--- src/hw/rtl/crcm_pkg.sv ---
// ----------------------------------------------------------------------------
// crcm_pkg
// Types and constants of the current ramp and contact monitor.
// ----------------------------------------------------------------------------
package crcm_pkg;

    typedef struct packed {
        logic [16:0] target_current;
        logic        stop_req;
        logic [1:0]  sense_mode;
        logic [11:0] sense_first;
        logic [11:0] sense_second;
    } t_in_beat;

    typedef struct packed {
        logic [1:0]  status;
        logic        dac_write;
        logic [11:0] dac_code;
        logic        lamp_off;
        logic        lamp_on;
        logic        blink_set;
        logic        blink_clear;
    } t_out_beat;

    typedef struct packed {
        logic start;
        logic step;
    } t_div_ctrl;

    typedef enum logic [2:0] {
        S_IDLE,
        S_MUL,
        S_RAMP,
        S_DIV,
        S_EVAL,
        S_DONE
    } t_state;

    localparam logic [1:0] STAT_OK        = 2'd0;
    localparam logic [1:0] STAT_PAUSE     = 2'd1;
    localparam logic [1:0] STAT_STOPPED   = 2'd2;
    localparam logic [1:0] STAT_NOCONTACT = 2'd3;

    localparam logic [1:0] MODE_NONE     = 2'd0;
    localparam logic [1:0] MODE_SECOND   = 2'd1;
    localparam logic [1:0] MODE_BOTH     = 2'd2;
    localparam logic [1:0] MODE_NONE_ALT = 2'd3;

    localparam logic [2:0] CFG_PACE_PERIOD  = 3'd0;
    localparam logic [2:0] CFG_RAMP_STEP    = 3'd1;
    localparam logic [2:0] CFG_MIN_RATIO    = 3'd2;
    localparam logic [2:0] CFG_CURRENT_SCALE = 3'd3;
    localparam logic [2:0] CFG_CLEAR_SINGLE = 3'd4;

    localparam logic [15:0] RST_PACE_PERIOD   = 16'd10;
    localparam logic [11:0] RST_RAMP_STEP     = 12'd16;
    localparam logic [11:0] RST_MIN_RATIO     = 12'd1;
    localparam logic [15:0] RST_CURRENT_SCALE = 16'd3245;
    localparam logic        RST_CLEAR_SINGLE  = 1'b1;

    localparam logic [16:0] ONE_Q8    = 17'd256;
    localparam logic [11:0] LEVEL_MAX = 12'hFFF;
    localparam logic [15:0] PACE_MAX  = 16'hFFFF;

    localparam logic [3:0] MUL_LAST = 4'd15;
    localparam logic [3:0] DIV_LAST = 4'd11;

endpackage

--- src/hw/rtl/crcm_div_serial.sv ---
// ----------------------------------------------------------------------------
// crcm_div_serial
// Restoring divider of a 12-bit level by a 13-bit divisor, one quotient
// bit per step.
// ----------------------------------------------------------------------------
module crcm_div_serial (
    input  logic                i_clk,
    input  crcm_pkg::t_div_ctrl i_ctrl,
    input  logic [11:0]         i_dividend,
    input  logic [12:0]         i_divisor,
    output logic [11:0]         o_quot
);

    logic [12:0] r_rem;
    logic [11:0] r_dvd;
    logic [12:0] r_div;
    logic [13:0] trial;
    logic [13:0] trial_sub;
    logic        ge;
    logic [12:0] n_rem;
    logic [11:0] n_dvd;

    always_comb begin
        trial     = {r_rem, r_dvd[11]};
        ge        = trial >= {1'b0, r_div};
        trial_sub = trial - {1'b0, r_div};
        n_rem     = ge ? trial_sub[12:0] : trial[12:0];
        n_dvd     = {r_dvd[10:0], ge};
    end

    always_ff @(posedge i_clk) begin
        if (i_ctrl.start) begin
            r_rem <= '0;
            r_dvd <= i_dividend;
            r_div <= i_divisor;
        end else if (i_ctrl.step) begin
            r_rem <= n_rem;
            r_dvd <= n_dvd;
        end
    end

    assign o_quot = r_dvd;

endmodule

--- src/hw/rtl/current_ramp_contact_monitor.sv ---
// ----------------------------------------------------------------------------
// current_ramp_contact_monitor
// Paced current ramp with DAC writes and a contact check by sense quotients.
// ----------------------------------------------------------------------------
// A pause or stop beat goes from acceptance straight to the output load state.
// An active ramp beat passes in order through the bit-serial scale
// multiplier, the ramp state, the two serial dividers, the evaluation state
// and the output load state, which waits while the output beat is stalled.
// One beat is in work at a time: a new beat is taken only in the idle state.
// Synchronous reset restores register defaults and clears all channel state.
module current_ramp_contact_monitor (
    input  logic                i_clk,
    input  logic                i_rst_n,
    input  logic                i_in_valid,
    output logic                o_in_ready,
    input  crcm_pkg::t_in_beat  i_in_data,
    output logic                o_out_valid,
    input  logic                i_out_ready,
    output crcm_pkg::t_out_beat o_out_data,
    input  logic                i_cfg_we,
    input  logic [2:0]          i_cfg_idx,
    input  logic [15:0]         i_cfg_data
);

    crcm_pkg::t_state    r_state;
    crcm_pkg::t_state    n_state;

    logic [15:0]         r_cfg_pace_period;
    logic [11:0]         r_cfg_ramp_step;
    logic [11:0]         r_cfg_min_ratio;
    logic [15:0]         r_cfg_current_scale;
    logic                r_cfg_clear_single;

    logic [15:0]         r_pace_count;
    logic [11:0]         r_level;
    logic                r_contact;

    crcm_pkg::t_in_beat  r_in;
    logic [33:0]         r_prod;
    logic [3:0]          r_cnt;
    crcm_pkg::t_out_beat r_res;
    logic                r_out_valid;
    crcm_pkg::t_out_beat r_out_data;

    logic                in_fire;
    logic                out_free;
    logic [15:0]         pace_inc;
    logic                pace_hit;
    logic                stop_hit;
    crcm_pkg::t_out_beat idle_res;
    logic [17:0]         mul_sum;
    logic [33:0]         n_prod;
    logic [11:0]         cur;
    logic [12:0]         up_sum;
    logic [11:0]         level_up;
    logic [11:0]         level_dn;
    logic [11:0]         level_diff;
    logic [11:0]         level_ramped;
    logic                dac_wr;
    crcm_pkg::t_div_ctrl div_ctrl;
    logic [11:0]         q_first;
    logic [11:0]         q_second;
    logic                fault;
    logic                checked;

    assign o_in_ready  = (r_state == crcm_pkg::S_IDLE);
    assign o_out_valid = r_out_valid;
    assign o_out_data  = r_out_data;

    always_comb begin
        in_fire  = i_in_valid && (r_state == crcm_pkg::S_IDLE);
        out_free = !r_out_valid || i_out_ready;
        pace_inc = (r_pace_count == crcm_pkg::PACE_MAX) ? r_pace_count
                                                        : r_pace_count + 16'd1;
        pace_hit = pace_inc >= r_cfg_pace_period;
        stop_hit = i_in_data.stop_req &&
                   ((r_level == 12'd0) || (i_in_data.target_current == crcm_pkg::ONE_Q8));

        idle_res = '0;
        if (!pace_hit) begin
            idle_res.status = crcm_pkg::STAT_PAUSE;
        end else if (stop_hit) begin
            idle_res.status    = crcm_pkg::STAT_STOPPED;
            idle_res.dac_write = 1'b1;
            idle_res.lamp_off  = 1'b1;
        end

        mul_sum = r_prod[33:16] + (r_prod[0] ? {1'b0, r_in.target_current} : 18'd0);
        n_prod  = {1'b0, mul_sum, r_prod[15:1]};

        cur = (r_prod[32:28] != 5'd0) ? crcm_pkg::LEVEL_MAX : r_prod[27:16];

        up_sum     = {1'b0, r_level} + {1'b0, r_cfg_ramp_step};
        level_up   = (up_sum > {1'b0, cur}) ? cur : up_sum[11:0];
        level_diff = r_level - cur;
        level_dn   = (level_diff > r_cfg_ramp_step) ? r_level - r_cfg_ramp_step : cur;
        if (r_level < cur) begin
            level_ramped = level_up;
        end else if (r_level > cur) begin
            level_ramped = level_dn;
        end else begin
            level_ramped = r_level;
        end
        dac_wr = (r_level != cur);

        checked = (r_in.sense_mode == crcm_pkg::MODE_SECOND) ||
                  (r_in.sense_mode == crcm_pkg::MODE_BOTH);
        if (r_in.sense_mode == crcm_pkg::MODE_BOTH) begin
            fault = (q_second < r_cfg_min_ratio) || (q_first < r_cfg_min_ratio);
        end else begin
            fault = (q_second < r_cfg_min_ratio);
        end
    end

    always_comb begin
        n_state       = r_state;
        div_ctrl      = '0;
        unique case (r_state)
            crcm_pkg::S_IDLE: begin
                if (in_fire) begin
                    if (!pace_hit || stop_hit) begin
                        n_state = crcm_pkg::S_DONE;
                    end else begin
                        n_state = crcm_pkg::S_MUL;
                    end
                end
            end
            crcm_pkg::S_MUL: begin
                if (r_cnt == 4'd0) begin
                    n_state = crcm_pkg::S_RAMP;
                end
            end
            crcm_pkg::S_RAMP: begin
                div_ctrl.start = 1'b1;
                n_state        = crcm_pkg::S_DIV;
            end
            crcm_pkg::S_DIV: begin
                div_ctrl.step = 1'b1;
                if (r_cnt == 4'd0) begin
                    n_state = crcm_pkg::S_EVAL;
                end
            end
            crcm_pkg::S_EVAL: begin
                n_state = crcm_pkg::S_DONE;
            end
            crcm_pkg::S_DONE: begin
                if (out_free) begin
                    n_state = crcm_pkg::S_IDLE;
                end
            end
            default: begin
                n_state = crcm_pkg::S_IDLE;
            end
        endcase
    end

    always_ff @(posedge i_clk) begin
        if (!i_rst_n) begin
            r_state <= crcm_pkg::S_IDLE;
        end else begin
            r_state <= n_state;
        end
    end

    always_ff @(posedge i_clk) begin
        if (!i_rst_n) begin
            r_cfg_pace_period   <= crcm_pkg::RST_PACE_PERIOD;
            r_cfg_ramp_step     <= crcm_pkg::RST_RAMP_STEP;
            r_cfg_min_ratio     <= crcm_pkg::RST_MIN_RATIO;
            r_cfg_current_scale <= crcm_pkg::RST_CURRENT_SCALE;
            r_cfg_clear_single  <= crcm_pkg::RST_CLEAR_SINGLE;
        end else if (i_cfg_we) begin
            unique case (i_cfg_idx)
                crcm_pkg::CFG_PACE_PERIOD:   r_cfg_pace_period   <= i_cfg_data;
                crcm_pkg::CFG_RAMP_STEP:     r_cfg_ramp_step     <= i_cfg_data[11:0];
                crcm_pkg::CFG_MIN_RATIO:     r_cfg_min_ratio     <= i_cfg_data[11:0];
                crcm_pkg::CFG_CURRENT_SCALE: r_cfg_current_scale <= i_cfg_data;
                crcm_pkg::CFG_CLEAR_SINGLE:  r_cfg_clear_single  <= i_cfg_data[0];
                default: begin
                end
            endcase
        end
    end

    always_ff @(posedge i_clk) begin
        if (!i_rst_n) begin
            r_pace_count <= '0;
            r_level      <= '0;
            r_contact    <= 1'b0;
        end else begin
            unique case (r_state)
                crcm_pkg::S_IDLE: begin
                    if (in_fire) begin
                        if (!pace_hit) begin
                            r_pace_count <= pace_inc;
                        end else begin
                            r_pace_count <= '0;
                            if (stop_hit) begin
                                r_level <= '0;
                            end
                        end
                    end
                end
                crcm_pkg::S_RAMP: begin
                    r_level <= level_ramped;
                end
                crcm_pkg::S_EVAL: begin
                    if (checked) begin
                        r_contact <= fault;
                        if (fault && ((r_in.sense_mode == crcm_pkg::MODE_BOTH) ||
                                      r_cfg_clear_single)) begin
                            r_level <= '0;
                        end
                    end
                end
                default: begin
                end
            endcase
        end
    end

    always_ff @(posedge i_clk) begin
        unique case (r_state)
            crcm_pkg::S_IDLE: begin
                r_in   <= i_in_data;
                r_prod <= {18'd0, r_cfg_current_scale};
                r_cnt  <= crcm_pkg::MUL_LAST;
                r_res  <= idle_res;
            end
            crcm_pkg::S_MUL: begin
                r_prod <= n_prod;
                r_cnt  <= r_cnt - 4'd1;
            end
            crcm_pkg::S_RAMP: begin
                r_cnt           <= crcm_pkg::DIV_LAST;
                r_res.dac_write <= dac_wr;
                r_res.dac_code  <= dac_wr ? level_ramped : 12'd0;
                r_res.lamp_on   <= 1'b1;
            end
            crcm_pkg::S_DIV: begin
                r_cnt <= r_cnt - 4'd1;
            end
            crcm_pkg::S_EVAL: begin
                if (checked) begin
                    r_res.blink_set   <= fault;
                    r_res.blink_clear <= !fault;
                    r_res.status      <= fault ? crcm_pkg::STAT_NOCONTACT : crcm_pkg::STAT_OK;
                end else begin
                    r_res.status <= r_contact ? crcm_pkg::STAT_NOCONTACT : crcm_pkg::STAT_OK;
                end
            end
            default: begin
            end
        endcase
    end

    always_ff @(posedge i_clk) begin
        if (!i_rst_n) begin
            r_out_valid <= 1'b0;
        end else if ((r_state == crcm_pkg::S_DONE) && out_free) begin
            r_out_valid <= 1'b1;
        end else if (i_out_ready) begin
            r_out_valid <= 1'b0;
        end
    end

    always_ff @(posedge i_clk) begin
        if ((r_state == crcm_pkg::S_DONE) && out_free) begin
            r_out_data <= r_res;
        end
    end

    crcm_div_serial u_div_first (
        .i_clk      (i_clk),
        .i_ctrl     (div_ctrl),
        .i_dividend (level_ramped),
        .i_divisor  ({1'b0, r_in.sense_first} + 13'd1),
        .o_quot     (q_first)
    );

    crcm_div_serial u_div_second (
        .i_clk      (i_clk),
        .i_ctrl     (div_ctrl),
        .i_dividend (level_ramped),
        .i_divisor  ({1'b0, r_in.sense_second} + 13'd1),
        .o_quot     (q_second)
    );

endmodule

--- config.mk ---
export PLATFORM = sky130hd
export DESIGN_NAME = current_ramp_contact_monitor
export DESIGN_NICKNAME = d
export VERILOG_FILES = /design/src/hw/rtl/crcm_pkg.sv /design/src/hw/rtl/crcm_div_serial.sv /design/src/hw/rtl/current_ramp_contact_monitor.sv
export SDC_FILE = /design/constraint.sdc
export NUM_CORES = 1
export LEC_CHECK = 0
export BUFFER_PORTS_ARGS = -buffer_cell sky130_fd_sc_hd__buf_2
export CORE_ASPECT_RATIO = 2
export CORE_UTILIZATION = 50
export CTS_CLUSTER_SIZE = 12
export DETAILED_ROUTE_END_ITERATION = 10
export MAX_ROUTING_LAYER = met4
export PLACE_DENSITY = 0.63
export SYNTH_ARGS = -nofsm -noshare
export SYNTH_HDL_FRONTEND = slang
export SYNTH_HIERARCHICAL = 1
export SYNTH_SLANG_ARGS = --single-unit
--- constraint.sdc ---
create_clock -name i_clk -period 6.4 [get_ports i_clk]
set_input_delay 1.28 -clock i_clk [delete_from_list [all_inputs] [get_ports i_clk]]
set_output_delay 1.28 -clock i_clk [all_outputs]
set_load 0.005 [all_outputs]
==> load_flow_metrics.sql, run 1 <==
INSERT INTO impl_metrics (metric_group, metric, value, unit) VALUES
('synthesis', 'synthesized_cell_area', '0.01757', 'mm^2'),
('critical_path', 'worst-endpoint-required', '6.72', 'ns'),
('power', 'post-layout-total-power', '0.004705', 'W'),
('synthesis', 'async_reset_ff_share', '0', '%'),
('synthesis', 'synth_area_leader_cell', 'edfxtp_1', ''),
('clocking', 'worst_skew_pair.late_latency', '0.58', 'ns'),
('critical_path', 'worst_setup_path_start_kind', 'register', ''),
('routing', 'drt-initial-drc-count', '598', ''),
('synthesis', 'synth_fp_nets', '2034', ''),
('cells_and_area', 'area.growth.synth_to_final', '8.908', '%'),
('synthesis', 'ys_ff_latch', '284', ''),
('outcome', 'run_status', 'finished clean', ''),
('routing', 'routed_wire_length_per_instance', '21.25', 'um'),
('routing', 'vias_per_cell', '5.955', ''),
('global_route', 'grt_usage', '28.81', '%'),
('cells_and_area', 'layout-drive-gt1-share', '12.37', '%'),
('timing', 'post-route-worst-setup-slack', '0.3520', 'ns'),
('timing', 'setup_viol', '0', ''),
('clocking', 'cts_max_path_buffers', '3', ''),
('synthesis', 'netlist.area_leader.share', '28.71', '%'),
('critical_path', 'timing.critical_path.to_type', 'register', ''),
('place', 'portBuffers', '88', ''),
('global_route', 'grt_antenna_before_repair', '0', ''),
('routing', 'number_of_optimization_iterations_in_the_first_detailed_route_pass', '5', ''),
('run', 'max_cap_violations', '0', ''),
('synthesis', 'syn_area_per_cell', '9.671', 'um^2'),
('global_route', 'grt_first_pass_wirelength', '75800', 'um'),
('synthesis', 'synthFlopType', 'edfxtp_1', ''),
('power', 'power.leakage', '7.681', 'nW'),
('clocking', 'post_cts.repair.setup_buffers', '0', ''),
('routing', 'routed_wirelength', '49730', 'um'),
('timing', 'final_slew_viol_count', '0', ''),
('place', 'hpwl', '39150', 'um'),
('synthesis', 'post_synth_inst_count', '1817', ''),
('floorplan', 'core_area', '0.03447', 'mm^2'),
('clocking', 'postCtsHoldBufs', '0', ''),
('critical_path', 'crit_path_max_fanout', '7', ''),
('timing', 'rsz0062_at_grt', 'false', ''),
('hold_path', 'min_path_type', 'register to register', ''),
('place', 'place.detailed.instances', '2286', ''),
('global_route', 'grt_remaining_overflow', '0', ''),
('clocking', 'ctsRootBufferMaster', 'clkbuf_16', ''),
('place', 'preCtsSetupSlack', '0.4181', 'ns'),
('floorplan', 'start_util', '50.97', '%'),
('synthesis', 'yosys-top-cells-area', 'edfxtp_1 29%, dfxtp_1 13%, ha_1 10%, nand2_1 4.8%, xnor2_1 2.8%', ''),
('timing', 'finalCriticalPeriod', '6.048', 'ns'),
('cells_and_area', 'fillers', '3181', ''),
('floorplan', 'die_area', '0.03594', 'mm^2'),
('synthesis', 'synth.yosys.warnings', '6', ''),
('synthesis', 'yosysUniqueCellTypes', '95', ''),
('synthesis', 'sequential_fraction_of_the_synthesis_area', '41.93', '%'),
('timing', 'skew', '0.01788', 'ns'),
('power', 'power_density', '245.9', 'mW/mm^2'),
('timing', 'max_clock_freq', '165.3', 'MHz'),
('synthesis', 'synth-edff-count', '168', ''),
('routing', 'num_vias', '13930', ''),
('routing', 'remaining_drc_errors', '0', ''),
('timing', 'tns', '0', 'ns'),
('timing', 'max_slew.worst_pin.slew', '1.108', 'ns'),
('floorplan', 'die-height', '267.1', 'um'),
('routing', 'ant_nets', '0', ''),
('critical_path', 'startpoint_to_endpoint_class_of_the_critical_path', 'register to register', ''),
('place', 'gpl.final_weighted_congestion', '1.045', ''),
('clocking', 'cts_num_sinks', '284', ''),
('timing', 'max-slew-margin-rel', '25.67', '%'),
('timing', 'fin_crit_sh', '94.50', '%'),
('floorplan', 'io_pins', '89', ''),
('floorplan', 'row_count', '96', ''),
('place', 'post_dp_cell_area', '0.01827', 'mm^2'),
('global_route', 'grt_max_degree', '80', ''),
('cells_and_area', 'instances_no_fill', '2340', '');
## per-layer routing
metal	GRT usage, %	vias to the layer above	routed length (um)
li1	-	6737	-
met1	24.00	6675	15830
met2	55.50	333	27810
met3	3.786	189	1663
met4	23.05	0	4419
met5	-	-	0
## report_power, final
group | switching [W] | leakage, nW | internal [W]
combinational | 0.000593 | 4.69 | 0.000365
clock | 0.000708 | 0.420 | 0.000880
sequential | 0.0000891 | 2.57 | 0.00207
total | 0.00139 | 7.68 | 0.00331
## area by class of cell
cell class              instances  area share (%)
clock buffers                  49           4.341
clock inverters                 5          0.1765
inverters                     110           2.158
multi-input cells            1345           48.94
flip-flops and latches        284           38.50
well taps                     441           2.883
repair buffers                106           3.008
## worst paths after layout
check                                              start                          endpoint  slack (ns)  cells after the start
worst max-delay path            r_prod[28]$_SDFFCE_PN0P_  u_div_second/o_quot[4]$_DFFE_PP_        0.35                     20
worst min-delay path              r_res[1]$_SDFFCE_PN0P_           o_out_data[1]$_DFFE_PP_        0.42                      0
worst max register to register  r_prod[28]$_SDFFCE_PN0P_  u_div_second/o_quot[4]$_DFFE_PP_        0.35                     20
worst min register to register    r_res[1]$_SDFFCE_PN0P_           o_out_data[1]$_DFFE_PP_        0.42                      0
## layout by cell type, fill, tap and decap left out, types with 34 or more instances in the layout
master and n:
nand3_1 76, nor3_1 36, inv_1 109, nor2_1 114
a21oi_1 71, nand2_1 226, edfxtp_1 168, xnor2_1 57
a21boi_0 54, and2_1 34, ha_1 143, buf_2 88
dfxtp_1 116, o21ai_0 51
## per-stage QoR
stage	utilization [%]	hold slack (ns)
after floorplan	-	0.4003
after global placement	53.01	0.4013
after global routing	55.51	0.4261
after detailed placement	53.01	0.4056
final	55.51	0.4198
after CTS	55.51	0.4204
## synthesized netlist by cell type, types with 14 or more instances
cell type / n
nor2_1: 115
a21oi_1: 71
ha_1: 143
a21boi_0: 54
dfxtp_1: 116
and2_1: 35
nand2_1: 226
xor2_1: 29
inv_1: 110
clkbuf_1: 46
o21ai_0: 52
mux2_2: 29
o21ai_1: 21
nand2b_1: 19
a211oi_1: 16
a21o_1: 28
nor2b_1: 29
a311oi_1: 17
xnor2_1: 57
and3_1: 19
edfxtp_1: 168
nand3_1: 76
nor3_1: 37
o211ai_1: 15
nand3b_1: 14
or3_1: 18
nand4_1: 17
## sequential cells by signal, summed over array words and instances (netlist names), 4 cells and up
name	count
r_cfg_current_scale	16
r_level	12
r_prod	33
u_div_second/o_quot	12
r_cfg_pace_period	16
o_out_data	19
r_cfg_min_ratio	12
u_div_first/o_quot	12
r_res	19
u_div_first/r_rem	13
r_in	43
r_cnt	4
u_div_second/r_rem	13
u_div_first/r_div	13
r_cfg_ramp_step	12
r_pace_count	16
u_div_second/r_div	13
## cells by family after synthesis
group / Yosys count / share of synthesized area [%]
simple gates: 659 / 18.53
compound gates: 410 / 17.00
flops: 284 / 41.93
buf+inv: 188 / 4.842
fa+ha+maj: 150 / 10.93
xor+xnor: 86 / 4.287
mux: 40 / 2.485
## worst max-delay path, cell delays in order (launching register included)
cell and delay [ns]:
edfxtp_1 0.43, or4_1 0.57, or3_1 0.37, inv_1 0.14
ha_1 0.26, a21o_1 0.19, maj3_2 0.34, a211oi_2 0.26
nor2_1 0.11, or4b_1 0.55, a2111o_1 0.40, o311ai_1 0.11
ha_1 0.20, nand4_1 0.15, a211o_1 0.33, a31oi_2 0.36
buf_4 0.25, nor2_1 0.05, a211oi_1 0.25, o211ai_1 0.18
mux2_2 0.29
(Power assumes the default switching activity.)
==> run 2, diff against run 1 <==
--- a/config.mk
+++ b/config.mk
@@ -11,6 +11,7 @@
 export CTS_CLUSTER_SIZE = 12
 export DETAILED_ROUTE_END_ITERATION = 10
+export HOLD_SLACK_MARGIN = 0.08
 export MAX_ROUTING_LAYER = met4
-export PLACE_DENSITY = 0.63
+export PLACE_DENSITY_LB_ADDON = 0.08
 export SYNTH_ARGS = -nofsm -noshare
 export SYNTH_HDL_FRONTEND = slang
==> constraint.sdc (replaced) <==
create_clock -name i_clk -period 6.4 [get_ports i_clk]
set_input_delay 1.28 -clock i_clk [delete_from_list [all_inputs] [get_ports i_clk]]
set_output_delay 1.28 -clock i_clk [all_outputs]
set_load 0.02 [all_outputs]
==> run 2 against run 1 <==
Power rose by 0.73%. Final cell count rose by 0.13%. Sequential power barely moved. Core utilization rose by 0.18 points. Sequential share of layout area fell by 0.12 points. Largest power group unchanged.
==> load_flow_metrics.sql, run 2 (synthesized netlist as in run 1, its figures left out) <==
INSERT INTO impl_metrics (metric_group, metric, value, unit) VALUES
('outcome', 'run_status', 'finished clean', ''),
('critical_path', 'critPathSlowestCell', 'or4_1', ''),
('cells_and_area', 'highest_count_cells_in_the_layout_ignoring_fill_and_taps', '226 x nand2_1, 168 x edfxtp_1, 143 x ha_1', ''),
('power', 'netSwitchingPower', '0.001402', 'W'),
('global_route', 'via_count_of_the_first_global_routing_pass', '14200', ''),
('place', 'preCtsSetupSlack', '0.08631', 'ns'),
('power', 'power_frac_seq', '45.5', '%'),
('power', 'comb_power_share', '20.1', '%'),
('clocking', 'ctsRootBufferMaster', 'clkbuf_16', ''),
('floorplan', 'row_count', '96', ''),
('global_route', 'grt_first_pass_wirelength', '76760', 'um'),
('cells_and_area', 'final_common_cell', 'nand2_1', ''),
('place', 'portBuffers', '88', ''),
('clocking', 'cts_num_sinks', '284', ''),
('routing', 'drt-initial-drc-count', '614', ''),
('timing', 'post-route-worst-setup-slack', '0.3442', 'ns'),
('timing', 'max-slew-margin-rel', '20.18', '%'),
('global_route', 'grt_antenna_before_repair', '0', ''),
('cells_and_area', 'largest_reg_flops', '43', ''),
('place', 'hpwl', '39290', 'um'),
('cells_and_area', 'max_flop_register', 'r_in', ''),
('power', 'power.leakage', '7.710', 'nW'),
('routing', 'number_of_optimization_iterations_in_the_first_detailed_route_pass', '5', ''),
('timing', 'tns', '0', 'ns'),
('critical_path', 'timing.critical_path.to_type', 'register', ''),
('cells_and_area', 'antenna-diode-count', '0', ''),
('timing', 'finalCriticalPeriod', '6.056', 'ns'),
('critical_path', 'startpoint_to_endpoint_class_of_the_critical_path', 'register to register', ''),
('cells_and_area', 'instances_no_fill', '2343', ''),
('clocking', 'numCtsBuffers', '29', ''),
('place', 'gpl.final_weighted_congestion', '1.070', ''),
('power', 'maximum_vdd_ir_drop', '0.2395', 'mV'),
('critical_path', 'worst_setup_path_start_kind', 'register', ''),
('timing', 'max_clock_freq', '165.1', 'MHz'),
('clocking', 'ctsHtreeMaxLevel', '1', ''),
('floorplan', 'floorplan.die.width', '134.6', 'um'),
('floorplan', 'die_area', '0.03594', 'mm^2'),
('clocking', 'cts_max_path_buffers', '3', ''),
('place', 'post_dp_cell_area', '0.01830', 'mm^2'),
('cells_and_area', 'layout-drive-gt1-share', '12.57', '%'),
('critical_path', 'crit_path_max_fanout', '17', ''),
('critical_path', 'worst-endpoint-required', '6.73', 'ns'),
('cells_and_area', 'area.growth.synth_to_final', '9.257', '%'),
('routing', 'ant_nets', '0', ''),
('cells_and_area', 'area_of_all_placed_cells_without_fillers', '0.01920', 'mm^2'),
('global_route', 'grt_max_degree', '94', ''),
('power', 'power.internal', '0.003337', 'W'),
('clocking', 'clock_tree_from_tritoncts', 'built', ''),
('clocking', 'postCtsHoldBufs', '0', ''),
('global_route', 'grt_remaining_overflow', '0', ''),
('power', 'power_frac_clock', '34.4', '%'),
('cells_and_area', 'final_core_util', '55.69', '%'),
('timing', 'timing_hold_violations_final', '0', ''),
('timing', 'max_slew.worst_pin.slew', '1.186', 'ns'),
('global_route', 'grt_usage', '29.26', '%'),
('timing', 'fin_crit_sh', '94.62', '%'),
('run', 'max_cap_violations', '0', ''),
('routing', 'routed_wirelength', '50130', 'um'),
('timing', 'setup_viol', '0', ''),
('critical_path', 'cp.arrival', '6.38', 'ns'),
('floorplan', 'io_pins', '89', ''),
('clocking', 'worst_skew_pair.late_latency', '0.58', 'ns'),
('floorplan', 'die-height', '267.1', 'um'),
('cells_and_area', 'fin_nets', '2096', ''),
('floorplan', 'start_util', '50.97', '%'),
('clocking', 'post_cts.repair.setup_buffers', '0', ''),
('hold_path', 'min_path_type', 'register to register', ''),
('place', 'place.detailed.instances', '2289', ''),
('floorplan', 'core_area', '0.03447', 'mm^2'),
('clocking', 'clock_input_transition_at_the_sequential_cells_of_the_worst_setup_and_hold_paths', '0.06', 'ns'),
('critical_path', 'cells_traversed_along_the_worst_timing_path', 'or4_1, or3_1, inv_1, ha_1, a21o_1, maj3_2, a211oi_2, nor2_1, or4b_1, a2111o_1, o311ai_1, ha_1, nand4_1, a211o_1, a31oi_4, o211ai_1, a211oi_1, inv_1, mux2_2', ''),
('critical_path', 'crit_path_max_incr_delay', '0.56', 'ns'),
('timing', 'final_slew_viol_count', '0', ''),
('routing', 'vias_per_cell', '5.890', ''),
('routing', 'num_vias', '13800', ''),
('cells_and_area', 'biggestRegsByFlops', 'r_in (43), r_prod (33)', ''),
('timing', 'skew', '0.01016', 'ns'),
('power', 'power_density', '246.9', 'mW/mm^2'),
('routing', 'routed_wire_length_per_instance', '21.40', 'um'),
('power', 'swShare', '29.59', '%'),
('routing', 'remaining_drc_errors', '0', '');
## run 2: changes by cell type in the layout (fill, tap and decap cells not counted), sizes merged
cell    before  now
buf        106  109
clkbuf      49   50
inv        113  112
## run 2: path summary, 6_finish.rpt
path	endpoint	depth (start not counted)	slack, ns	start
max reg2reg	u_div_second/o_quot[6]$_DFFE_PP_	19	0.34	r_prod[28]$_SDFFCE_PN0P_
min reg2reg	o_out_data[16]$_DFFE_PP_	0	0.42	r_res[16]$_DFFE_PP_
max	u_div_second/o_quot[6]$_DFFE_PP_	19	0.34	r_prod[28]$_SDFFCE_PN0P_
min	o_out_data[16]$_DFFE_PP_	0	0.42	r_res[16]$_DFFE_PP_
## run 2: repair_timing
action / in CTS / in global routing
hold endpoints to repair: 0 / 0
gates resized for setup: 0 / 1
setup endpoints to repair: 0 / 20
## run 2: through the flow
step / total power, W / hold WS, ns
2_1_floorplan: 0.002811 / 0.4003
3_3_place_gp: 0.003114 / 0.4027
3_5_place_dp: 0.003136 / 0.4045
4_1_cts: 0.004770 / 0.4194
5_1_grt: 0.004957 / 0.4301
6_report: 0.004739 / 0.4175
## run 2: power groups by stage
stage,Sequential [W],Clock [W],Combinational [W]
2_1_floorplan,0.00216,0,0.000655
3_3_place_gp,0.00219,0,0.000923
3_5_place_dp,0.00219,0,0.000941
4_1_cts,0.00215,0.00167,0.000944
5_1_grt,0.00216,0.00174,0.00105
6_report,0.00216,0.00163,0.000953
## run 2: per-layer routing
metal | routed length [um] | track usage (%) | vias to the layer above
met5 | 0 | - | -
li1 | - | - | 6723
met1 | 15730 | 24.70 | 6600
met4 | 4260 | 21.89 | 0
met3 | 1681 | 3.407 | 167
met2 | 28460 | 57.01 | 310
## run 2: layout make-up
class,count,area (um^2)
Multi-Input combinational cell,1345,9374
Clock inverter,4,28.78
Clock buffer,50,865.8
Fill cell,3162,15270
Inverter,110,412.9
Tap cell,441,551.8
Timing Repair Buffer,109,598.1
Sequential cell,284,7367
## run 2: critical path: cells and delay by family (launching register included)
kind	cells	cell delay (ns)
mux	1	0.28
compound gates	8	2.29
flops	1	0.44
buf+inv	2	0.25
simple gates	5	1.74
fa+ha+maj	3	0.80
